<file path="config.mk">
export PLATFORM = sky130hd
export DESIGN_NAME = fsd_queue
export DESIGN_NICKNAME = d
export VERILOG_FILES = /design/src/design/fsd_queue.sv
export SDC_FILE = /design/constraint.sdc
export NUM_CORES = 1
export LEC_CHECK = 0
export BUFFER_PORTS_ARGS = -buffer_cell sky130_fd_sc_hd__buf_2
export CAP_MARGIN = 0
export CORE_MARGIN = 2
export CORE_UTILIZATION = 60
export CTS_CLUSTER_DIAMETER = 200
export DETAILED_ROUTE_END_ITERATION = 8
export PLACE_DENSITY = 0.82
export REMOVE_ABC_BUFFERS = 1
export SYNTH_ARGS = -nofsm -noshare
export SYNTH_HDL_FRONTEND = slang
export SYNTH_SLANG_ARGS = --single-unit
export TNS_END_PERCENT = 1
</file>
<file path="constraint.sdc">
create_clock -name aclk -period 6.4 [get_ports aclk]
set_clock_uncertainty 0.1 [all_clocks]
set_input_delay 0.64 -clock aclk [delete_from_list [all_inputs] [get_ports aclk]]
set_output_delay 0.64 -clock aclk [all_outputs]
set_load 0.01 [all_outputs]
</file>
<file path="src/design/fsd_queue.sv">
module fsd_queue #(
    parameter int DATA_W = 16,
    parameter int DEPTH  = 4
) (
    input  logic              aclk,
    input  logic              aresetn,
    input  logic              push,
    input  logic [DATA_W-1:0] push_data,
    input  logic              pop,
    output logic [DATA_W-1:0] pop_data,
    output logic              full,
    output logic              empty
);

    localparam int AW = $clog2(DEPTH);
    localparam int CW = $clog2(DEPTH + 1);

    logic [DATA_W-1:0] slot_reg [DEPTH];
    logic [AW-1:0]     wr_ptr_reg, wr_ptr_next;
    logic [AW-1:0]     rd_ptr_reg, rd_ptr_next;
    logic [CW-1:0]     count_reg, count_next;
    logic              push_ok, pop_ok;

    assign full     = (count_reg == CW'(DEPTH));
    assign empty    = (count_reg == '0);
    assign push_ok  = push && !full;
    assign pop_ok   = pop && !empty;
    assign pop_data = slot_reg[rd_ptr_reg];

    always_comb begin
        wr_ptr_next = wr_ptr_reg;
        rd_ptr_next = rd_ptr_reg;
        count_next  = count_reg;
        if (push_ok) begin
            wr_ptr_next = (wr_ptr_reg == AW'(DEPTH - 1)) ? '0 : wr_ptr_reg + AW'(1);
        end
        if (pop_ok) begin
            rd_ptr_next = (rd_ptr_reg == AW'(DEPTH - 1)) ? '0 : rd_ptr_reg + AW'(1);
        end
        case ({push_ok, pop_ok})
            2'b10:   count_next = count_reg + CW'(1);
            2'b01:   count_next = count_reg - CW'(1);
            default: count_next = count_reg;
        endcase
    end

    always_ff @(posedge aclk) begin
        if (!aresetn) begin
            wr_ptr_reg <= '0;
            rd_ptr_reg <= '0;
            count_reg  <= '0;
        end else begin
            wr_ptr_reg <= wr_ptr_next;
            rd_ptr_reg <= rd_ptr_next;
            count_reg  <= count_next;
        end
    end

    always_ff @(posedge aclk) begin
        if (push_ok) begin
            slot_reg[wr_ptr_reg] <= push_data;
        end
    end

endmodule

</file>
==> flow_metrics.tcl <==
set metrics [dict create \
    place.gp.congestion 0.705 \
    via_per_inst 5.59 \
    yosysWarnings 0 \
    cts.path.max_buffers 2 \
    end_kind "primary output" \
    synth_xor_area_share_pct 0.617 \
    synth_edf_count 64 \
    finalHoldViolations 0 \
    synth_common_cells "edfxtp_1 (64), mux4_2 (10), dfxtp_1 (9)" \
    largest_register_ffs 64 \
    synth.most_common_cell "edfxtp_1" \
    max-cap-violations 0 \
    synth-main-ff-cell "edfxtp_1" \
    fillers 292 \
    clockRootBuffer "clkbuf_8" \
    total_leakage_power_uw 0.00115 \
    holdCritPathClass "in2reg" \
    cts_resized 0 \
    synth-async-reset-ratio_pct 0 \
    num_vias 1346 \
    preCtsSetupSlack_ns 3.82 \
    period_minus_slack_ns 2.90 \
    yosys.area.top_type_share_pct 67.7 \
    setup_viol 0 \
    fin_nets 209 \
    worst-setup-path-type "reg2out" \
    dieWidth_um 72.8 \
    syn_avg_cell_area_um2 20.3 \
    postCtsSetupRepairBufs 0 \
    drt_pass1_iterations 4 \
    layout-area-overhead-vs-synth_pct 13.7 \
    ctsHtreeMaxLevel 3 \
    peakVddDrop_uv 179 \
    final.setup.tns_ns 0 \
    fmax_mhz 345 \
    synth_area_leader_cell "edfxtp_1" \
    synth_top_family_by_area "multiplexers" \
    status "completed" \
    synth_cell_types 25 \
    final.setup.worst_slack_ns 3.50 \
    synth-simple-area-share_pct 3.92 \
    drt_iter0_drc 128 \
    grt_max_degree 17 \
    worst_pin_slew_ns 0.999 \
    grt_setup_unrepaired "false" \
    synth_mux_area_share_pct 14.2 \
    crit_arrival_ns 2.16 \
    antenna_found_initial 0 \
    syn_inst 140 \
    wl_per_cell_um 18.8 \
    die_h_um 72.8 \
    ys_ff_latch 73 \
    drive_gt1_share_pct 33.2 \
    crit_fanout 16 \
    dieArea_um2 5300 \
    num_rows 25 \
    critPathRequiredTime_ns 5.66 \
    clk_pin_slew_worst_paths_ns 0.07 \
    initial_core_util_pct 61.4 \
    core_area_um2 4630 \
    synth-compound-area-share_pct 1.23 \
    ys_seq_area_share_pct 74.0 \
    drtAntennaViolNets 0 \
    cp-start-kind "flip-flop" \
    grt_pass1_vias 1360 \
    synthAdderAreaFrac_pct 3.35 \
    finalCritPeriodShare_pct 45.3 \
    place_area_um2 3040 \
    cts_hold_buf 0 \
    ios 38 \
    drc 0 \
    insertion_delay_ns 0.33 \
    syn_area_um2 2840 \
    ys_top_cells_by_area "edfxtp_1 (68%), mux4_2 (7.9%), dfxtp_1 (6.3%), mux4_1 (5.6%), ha_1 (2.6%)" \
    final_cell_area_um2 3230 \
    io_buffers 37 \
    grt-ovfl-total 0 \
    finalWirelength_um 4530 \
    powerDensity_nw_per_um2 379 \
    cts_tree "yes" \
    hpwlAfterDp_um 2880 \
    cts_sinks 73 \
    grt_use_total_pct 18.8 \
    numCtsBuffers 9 \
    drv_slew 0 \
    n_antenna_cell 0 \
    slew_headroom_pct 33.3 \
    grt_pass1_wl_um 6920 \
]
final timing paths:
check / from / endpoint / slack, ns / cells after the start
min reg2reg: wr_ptr_reg[1]$_SDFFE_PN0P_ / wr_ptr_reg[1]$_SDFFE_PN0P_ / 0.42 / 2
min: push_data[14] / slot_reg[1][14]$_DFFE_PP_ / 0.42 / 1
max reg2reg: count_reg[2]$_SDFFE_PN0P_ / count_reg[2]$_SDFFE_PN0P_ / 4.12 / 9
max: flip-flop / pop_data[3] / 3.50 / 2
critical path: stages, from the launching register on:
cell and delay, ns:
dfxtp_1 0.98, mux4_1 0.68, buf_2 0.16
cell type report:
type / count / area [um2] / share of cell area, %
timing repair buffer: 37 / 185 / 5.73
inverter: 7 / 26.3 / 0.814
clock inverter: 6 / 58.8 / 1.82
sequential: 73 / 2100 / 65.1
multi-input combinational: 54 / 662 / 20.5
clock buffer: 10 / 128 / 3.95
tap: 54 / 67.6 / 2.09
kinds of logic (layout without fill, tap and decap cells):
logic type | Yosys count | count (layout)
mux | 18 | 18
simple gates | 21 | 21
flops | 73 | 73
xor+xnor | 2 | 2
fa+ha+maj | 7 | 7
compound gates | 6 | 6
buf+inv | 13 | 60
layer usage:
metal / GRT usage [%] / part of all wire, % / wire [um] / vias to the layer above
met4: 11.1 / 1.4 / 62 / 0
met5: 0 / 0 / 0 / -
li1: - / - / - / 639
met1: 22.2 / 41 / 1860 / 666
met2: 31.3 / 53 / 2400 / 35
met3: 4.56 / 4.8 / 217 / 6
cell usage in the layout, fill, tap and decap left out, types with 2 or more instances in the layout:
cell	n
mux2i_1	2
clkinv_2	2
ha_1	6
o21ai_0	4
nand3_1	2
clkinvlp_4	2
mux4_2	10
edfxtp_1	64
nand2_1	7
mux4_1	6
and2_1	6
inv_1	7
dfxtp_1	9
buf_2	37
nor2_1	2
clkbuf_8	9
report_power, final:
group | internal [uW] | total, uW | switching [uW]
Sequential | 579 | 631 | 51.6
Clock | 177 | 338 | 161
Combinational | 134 | 254 | 120
metrics by stage:
| step | utilization (%) | cells | hold slack, ns | total power, uW |
|---|---|---|---|---|
| 2_1_floorplan | - | 134 | 0.368 | 797 |
| 3_3_place_gp | 65.7 | 225 | 0.376 | 877 |
| 3_5_place_dp | 65.7 | 225 | 0.411 | 900 |
| 4_1_cts | 69.8 | 241 | 0.401 | 1230 |
| 5_1_grt | 69.8 | 241 | 0.408 | 1280 |
| 6_report | 69.8 | 241 | 0.417 | 1220 |
No activity file was read; power rests on OpenSTA's default activity.
