$ cat config.mk
export PLATFORM = sky130hd
export DESIGN_NAME = fsd_front
export DESIGN_NICKNAME = d
export VERILOG_FILES = /design/src/design/fsd_pkg.sv /design/src/design/fsd_front.sv
export SDC_FILE = /design/constraint.sdc
export NUM_CORES = 1
export LEC_CHECK = 0
export BUFFER_PORTS_ARGS = -buffer_cell sky130_fd_sc_hd__buf_2
export CORE_ASPECT_RATIO = 0.6
export CORE_MARGIN = 2
export CORE_UTILIZATION = 49
export CTS_CLUSTER_SIZE = 8
export DETAILED_ROUTE_END_ITERATION = 10
export GPL_ROUTABILITY_DRIVEN = 0
export GPL_TIMING_DRIVEN = 0
export PLACE_DENSITY = 0.8
export SETUP_SLACK_MARGIN = 0.2
export SLEW_MARGIN = 20
export SYNTH_ARGS = -nofsm -noshare
export SYNTH_HDL_FRONTEND = slang
export SYNTH_SLANG_ARGS = --single-unit
$ cat constraint.sdc
create_clock -name aclk -period 3.6 [get_ports aclk]
set_input_delay 0.72 -clock aclk [delete_from_list [all_inputs] [get_ports aclk]]
set_output_delay 0.72 -clock aclk [all_outputs]
set_load 0.05 [all_outputs]
$ cat src/design/fsd_pkg.sv
package fsd_pkg;

    localparam int PIXEL_W        = 8;
    localparam int LEVEL_BITS_W   = 4;
    localparam int IMAGE_WIDTH_W  = 12;
    localparam int IMAGE_HEIGHT_W = 16;
    localparam int CFG_ADDR_W     = 2;
    localparam int CFG_DATA_W     = 16;
    localparam int ERR_W          = 9;

    localparam int FSD_MAX_WIDTH   = 2048;
    localparam int FSD_QUEUE_DEPTH = 4;

    localparam logic [LEVEL_BITS_W-1:0]   LEVEL_BITS_RESET   = 4'd1;
    localparam logic [IMAGE_WIDTH_W-1:0]  IMAGE_WIDTH_RESET  = 12'd640;
    localparam logic [IMAGE_HEIGHT_W-1:0] IMAGE_HEIGHT_RESET = 16'd480;

    // Diffusion weights, in sixteenths.
    localparam logic [3:0] WEIGHT_RIGHT       = 4'd7;
    localparam logic [3:0] WEIGHT_BELOW_LEFT  = 4'd3;
    localparam logic [3:0] WEIGHT_BELOW       = 4'd5;
    localparam logic [3:0] WEIGHT_BELOW_RIGHT = 4'd1;

    typedef enum logic [CFG_ADDR_W-1:0] {
        CFG_LEVEL_BITS   = 2'd0,
        CFG_IMAGE_WIDTH  = 2'd1,
        CFG_IMAGE_HEIGHT = 2'd2
    } fsd_cfg_index_t;

    typedef struct packed {
        logic first_row;
        logic last_col;
        logic last_row;
    } fsd_flags_t;

    typedef enum logic [2:0] {
        BK_IDLE,
        BK_READ,
        BK_SUM_ABOVE,
        BK_SUM_LEFT,
        BK_DIVIDE,
        BK_SCALE,
        BK_ROUND,
        BK_EMIT
    } fsd_back_state_t;

    // Quantiser constants per level count. The reciprocal is ceil(2^16 / (2*step)),
    // so that (2p + step) * recip >> 16 is the rounded quotient or one above it.
    typedef struct packed {
        logic [7:0]  step;
        logic [7:0]  top;
        logic [16:0] recip;
    } fsd_quant_t;

    function automatic fsd_quant_t fsd_quant_params(input logic [LEVEL_BITS_W-1:0] level_bits);
        fsd_quant_t qp;
        unique case (level_bits) inside
            4'd0, 4'd1:     qp = '{step: 8'd255, top: 8'd255, recip: 17'd129};
            4'd2:           qp = '{step: 8'd85,  top: 8'd255, recip: 17'd386};
            4'd3:           qp = '{step: 8'd36,  top: 8'd252, recip: 17'd911};
            4'd4:           qp = '{step: 8'd17,  top: 8'd255, recip: 17'd1928};
            4'd5:           qp = '{step: 8'd8,   top: 8'd248, recip: 17'd4096};
            4'd6:           qp = '{step: 8'd4,   top: 8'd252, recip: 17'd8192};
            4'd7:           qp = '{step: 8'd2,   top: 8'd254, recip: 17'd16384};
            [4'd8:4'd15]:   qp = '{step: 8'd1,   top: 8'd255, recip: 17'd32768};
        endcase
        return qp;
    endfunction

    // (err * weight) / 16, truncated toward zero.
    function automatic logic signed [ERR_W-1:0] fsd_spread(input logic signed [ERR_W-1:0] err,
                                                           input logic [3:0] weight);
        logic signed [13:0] prod;
        prod = err * $signed({1'b0, weight});
        if (prod < 0) begin
            prod = prod + 14'sd15;
        end
        return ERR_W'(prod >>> 4);
    endfunction

    function automatic logic [PIXEL_W-1:0] fsd_sat_add(input logic [PIXEL_W-1:0] pix,
                                                       input logic signed [ERR_W-1:0] delta);
        logic signed [10:0] sum;
        sum = $signed({3'b000, pix}) + 11'(delta);
        if (sum < 0) begin
            return 8'd0;
        end else if (sum > 11'sd255) begin
            return 8'd255;
        end else begin
            return sum[7:0];
        end
    endfunction

endpackage

$ cat src/design/fsd_front.sv
module fsd_front
    import fsd_pkg::*;
#(
    parameter int MAX_WIDTH = FSD_MAX_WIDTH
) (
    input  logic                          aclk,
    input  logic                          aresetn,
    input  logic                          s_tvalid,
    output logic                          s_tready,
    input  logic [PIXEL_W-1:0]            s_tdata,      // [7:0] pixel_in
    input  logic [IMAGE_WIDTH_W-1:0]      image_width,
    input  logic [IMAGE_HEIGHT_W-1:0]     image_height,
    input  logic                          q_full,
    output logic                          push,
    output logic [PIXEL_W-1:0]            push_pixel,
    output logic [$clog2(MAX_WIDTH)-1:0]  push_x,
    output fsd_flags_t                    push_flags
);

    localparam int XW   = $clog2(MAX_WIDTH);
    localparam int WCMP = (XW + 1 > IMAGE_WIDTH_W) ? XW + 1 : IMAGE_WIDTH_W;

    logic [XW-1:0]             x_reg, x_next;
    logic [IMAGE_HEIGHT_W-1:0] y_reg, y_next;
    logic [WCMP-1:0]           width_eff;
    logic [IMAGE_HEIGHT_W-1:0] height_eff;
    logic                      last_col, last_row;

    always_comb begin
        if (image_width == '0) begin
            width_eff = WCMP'(1);
        end else if (WCMP'(image_width) > WCMP'(MAX_WIDTH)) begin
            width_eff = WCMP'(MAX_WIDTH);
        end else begin
            width_eff = WCMP'(image_width);
        end
        height_eff = (image_height == '0) ? IMAGE_HEIGHT_W'(1) : image_height;
    end

    assign last_col = (WCMP'(x_reg) + WCMP'(1)) >= width_eff;
    assign last_row = ({1'b0, y_reg} + 17'd1) >= {1'b0, height_eff};

    assign s_tready   = !q_full;
    assign push       = s_tvalid && !q_full;
    assign push_pixel = s_tdata;
    assign push_x     = x_reg;
    assign push_flags = '{first_row: (y_reg == '0), last_col: last_col, last_row: last_row};

    always_comb begin
        x_next = x_reg;
        y_next = y_reg;
        if (push) begin
            if (last_col) begin
                x_next = '0;
                y_next = last_row ? '0 : y_reg + IMAGE_HEIGHT_W'(1);
            end else begin
                x_next = x_reg + XW'(1);
            end
        end
    end

    always_ff @(posedge aclk) begin
        if (!aresetn) begin
            x_reg <= '0;
            y_reg <= '0;
        end else begin
            x_reg <= x_next;
            y_reg <= y_next;
        end
    end

endmodule

==> flow_summary.toml <==
[setup_path]
cp_common_cell = "nand4_1"
crit_type = "register to output pin"
r2r_start = "y_reg[6]"
reg2regPathDepth = 15
r2r_end = "y_reg[5]"
crit_slowest_cell = "a211o_4"
critical_path.max_fanout = 8
critPathMaxStageDelay_ns = 0.38
cp_cell_sequence = "clkbuf_4, nand4_1, buf_4, nor3_4, xor2_2, ha_2, nand4_1, nor4_4, o32ai_4, o311ai_4, a211o_4, buf_12, buf_8, buf_6"
cp.required_ns = 2.88
r2r_slack_ns = 0.20
critPathLaunchType = "register"
critPathCaptureType = "output pin"
worstPathArrival_ns = 3.32

[global_routing]
grt_pass1_wl_mm = 12.08
antenna_found_initial = 0
grt_max_degree = 15
grt_overflow = 0
grt_usage_pct = 25.89
grt_pass1_vias = 2526

[synth]
ys_seq_elements = 27
synth_top_area_share_pct = 21.04
synth_cell_types = 45
muxShareOfSynthArea_pct = 0
yosys.area.top_type = "dfxtp_1"
yosys.area_share.simple_pct = 31.86
synth.cell_area_sq_um = 2569
synth_top_family_by_area = "simple AND/OR/NAND/NOR gates"
syn_area_per_cell_sq_um = 7.714
synth_compound_area_share_pct = 14.52
synth.area.top_cells = "dfxtp_1 21%, ha_1 15%, nand3_1 8.0%"
yosysWarnings = 0
ys_seq_area_share_pct = 21.04
synth_xor_area_share_pct = 7.842
netlist_instances = 333
synth_adder_area_share_pct = 15.10
syn-num-nets = 404

[route]
ant_nets = 0
drcViolationCount = 0
firstDrtPassIters = 5
wl_per_cell_um = 17.02
drt-vias-per-instance = 6.139
wl_mm = 8.321
vias = 3002
drt_first_iter_violations = 398

[worst_hold_path]
hp-start = "y_reg[9]"
worstHoldPathType = "register to register"
holdPathEnd = "y_reg[9]"
holdPathStages = 2

[floorplanning]
dieArea_sq_um = 5856
dieHeight_um = 60.09
die_w_um = 97.47
io-pin-count = 64
core_area_sq_um = 5055
start_util_pct = 50.82
rows = 20

[placement]
placed_cells = 453
dp_hpwl_mm = 5.465
io_buffer_count = 54
dp_slack_ns = -0.5865

[finish]
layout_common_cells = "55 x buf_2, 39 x nand3_1, 39 x buf_4, 28 x ha_1, 26 x nand2_1"
num-nets-final = 495
syn_to_final_growth_pct = 40.92
multi_input_area_sq_um = 2082
n_antenna_cell = 0
instances_no_fill = 489
regArea_sq_um = 575.6
final_common_cell = "buf_2"
largest_reg_flops = 16
drive_above_1_share_pct = 39.72
fillers = 352

[sta]
slew_violations = 0
worst_pin_slew_ns = 1.086
finalSetupViolCount = 2
hold_viol_final = 0
max_freq_mhz = 247.7
worst_slack_ns = -0.4363
fin_crit_ns = 4.036
fin_skew_ns = 0.01048
maxSlewHeadroom_pct = 26.96
rsz0062_at_grt = "yes"
fin_crit_sh_pct = 112.1

[power]
cellPowerDensity_nw_per_um2 = 174.4
vdd_drop_max_uv = 178.5
leakage_uw = 0.001810

[cts]
clkTransAtPathRegs_ns = 0.10
numCtsBuffers = 3
root_buffer = "clkbuf_8"
cts_sinks = 27
clk_latency_ns = 0.28
cts_buffer_depth = 2
cts_htree_levels = 1
cts_tree = "yes"

[run]
cap_violations = 0

[outcome]
outcome = "finished with violations"
failed_checks = "setup timing"
through the flow:
stage | cell area (sq um) | util [%] | TNS (ns) | hold slack (ns) | total power, uW
3_3_place_gp | 3054 | 60.42 | -0.8268 | 0.4889 | 437.5
5_1_grt | 3620 | 71.61 | -0.6869 | 0.5445 | 653.1
6_report | 3620 | 71.61 | -0.5171 | 0.5119 | 631.4
4_1_cts | 3423 | 67.72 | -0.4602 | 0.5119 | 623.0
2_1_floorplan | 2701 | - | 0 | 0.4726 | 398.2
3_5_place_dp | 3054 | 60.42 | -0.9311 | 0.4963 | 441.1
power by group:
part	internal (uW)	total, uW	leakage [uW]	switching, uW
logic	58.9	156	0.00156	96.9
clock network	79.6	179	0.0000228	99.7
registers	294	296	0.000225	2.41
worst max path at each step:
| stage | startpoint | end | slack [ns] | depth (start not counted) |
|---|---|---|---|---|
| after CTS | y_reg[3] | push_flags[0] | -0.40 | 15 |
| final | y_reg[6] | push_flags[0] | -0.44 | 14 |
| after global placement | y_reg[0] | push_flags[0] | -0.53 | 15 |
| after detailed placement | y_reg[0] | push_flags[0] | -0.59 | 15 |
| after floorplan | y_reg[2] | push_flags[0] | 0.06 | 14 |
| after global routing | y_reg[6] | push_flags[0] | -0.54 | 14 |
area by class of cell:
class,count,share of cell area [%]
multi-input cells,257,57.52
flip-flops and latches,27,15.90
repair buffers,86,14.66
plain buffers,27,6.118
inverters,22,2.281
well taps,66,2.281
clock buffers,4,1.244
cell usage after synthesis (all sizes together):
master and n:
nand3 41, nand2 32, ha 31, o21ai 28, dfxtp 27, inv 22, buf 19, nor4 14
nor2 13, xor2 13, nor3 12, and3 10, xnor2 10, nand4b 9, clkbuf 8, a21oi 7
nand4 5, o311ai 5, a211o 3, nor2b 3, o21a 3, a211oi 2, a31oi 2, nand2b 2
nor4b 2, o211ai 2, a2111oi 1, a41o 1, and2 1, and4 1, o221a 1, o32ai 1
or3 1, or4 1
worst max-delay path, delay by kind of cell, from the launching register on:
kind                     cells  cell delay, ns
AO/OA/AOI/OAI                3            0.71
XOR/XNOR                     1            0.19
adder cells (fa/ha/maj)      1            0.31
buffers and inverters        5            0.79
flip-flops                   1            0.34
AND/OR/NAND/NOR              4            0.69
what timing repair did:
item / 4_1_cts / 5_1_grt
resized for setup: 39 / 24
hold buffers: 0 / 0
setup endpoints to repair: 2 / 3
gates cloned: 0 / 0
pin swaps: 17 / 18
hold endpoints to repair: 0 / 0
buffers inserted: 20 / 12
layer usage:
layer	GRT usage, %	vias up	wire length [um]	part of all wire (%)
li1	-	1390	-	-
met1	37.66	1388	3626	44
met2	38.82	190	3527	42
met3	6.082	34	984	12
met4	6.349	0	183	2.2
met5	0	-	0	0
logic make-up after synthesis:
| kind of cell | Yosys count |
|---|---|
| and+or+nand+nor | 147 |
| AOI/OAI and AO/OA | 56 |
| buffers and inverters | 49 |
| adders and majority gates | 31 |
| DFF | 27 |
| xor gates and xnor gates | 23 |
(Power assumes the default switching activity.)
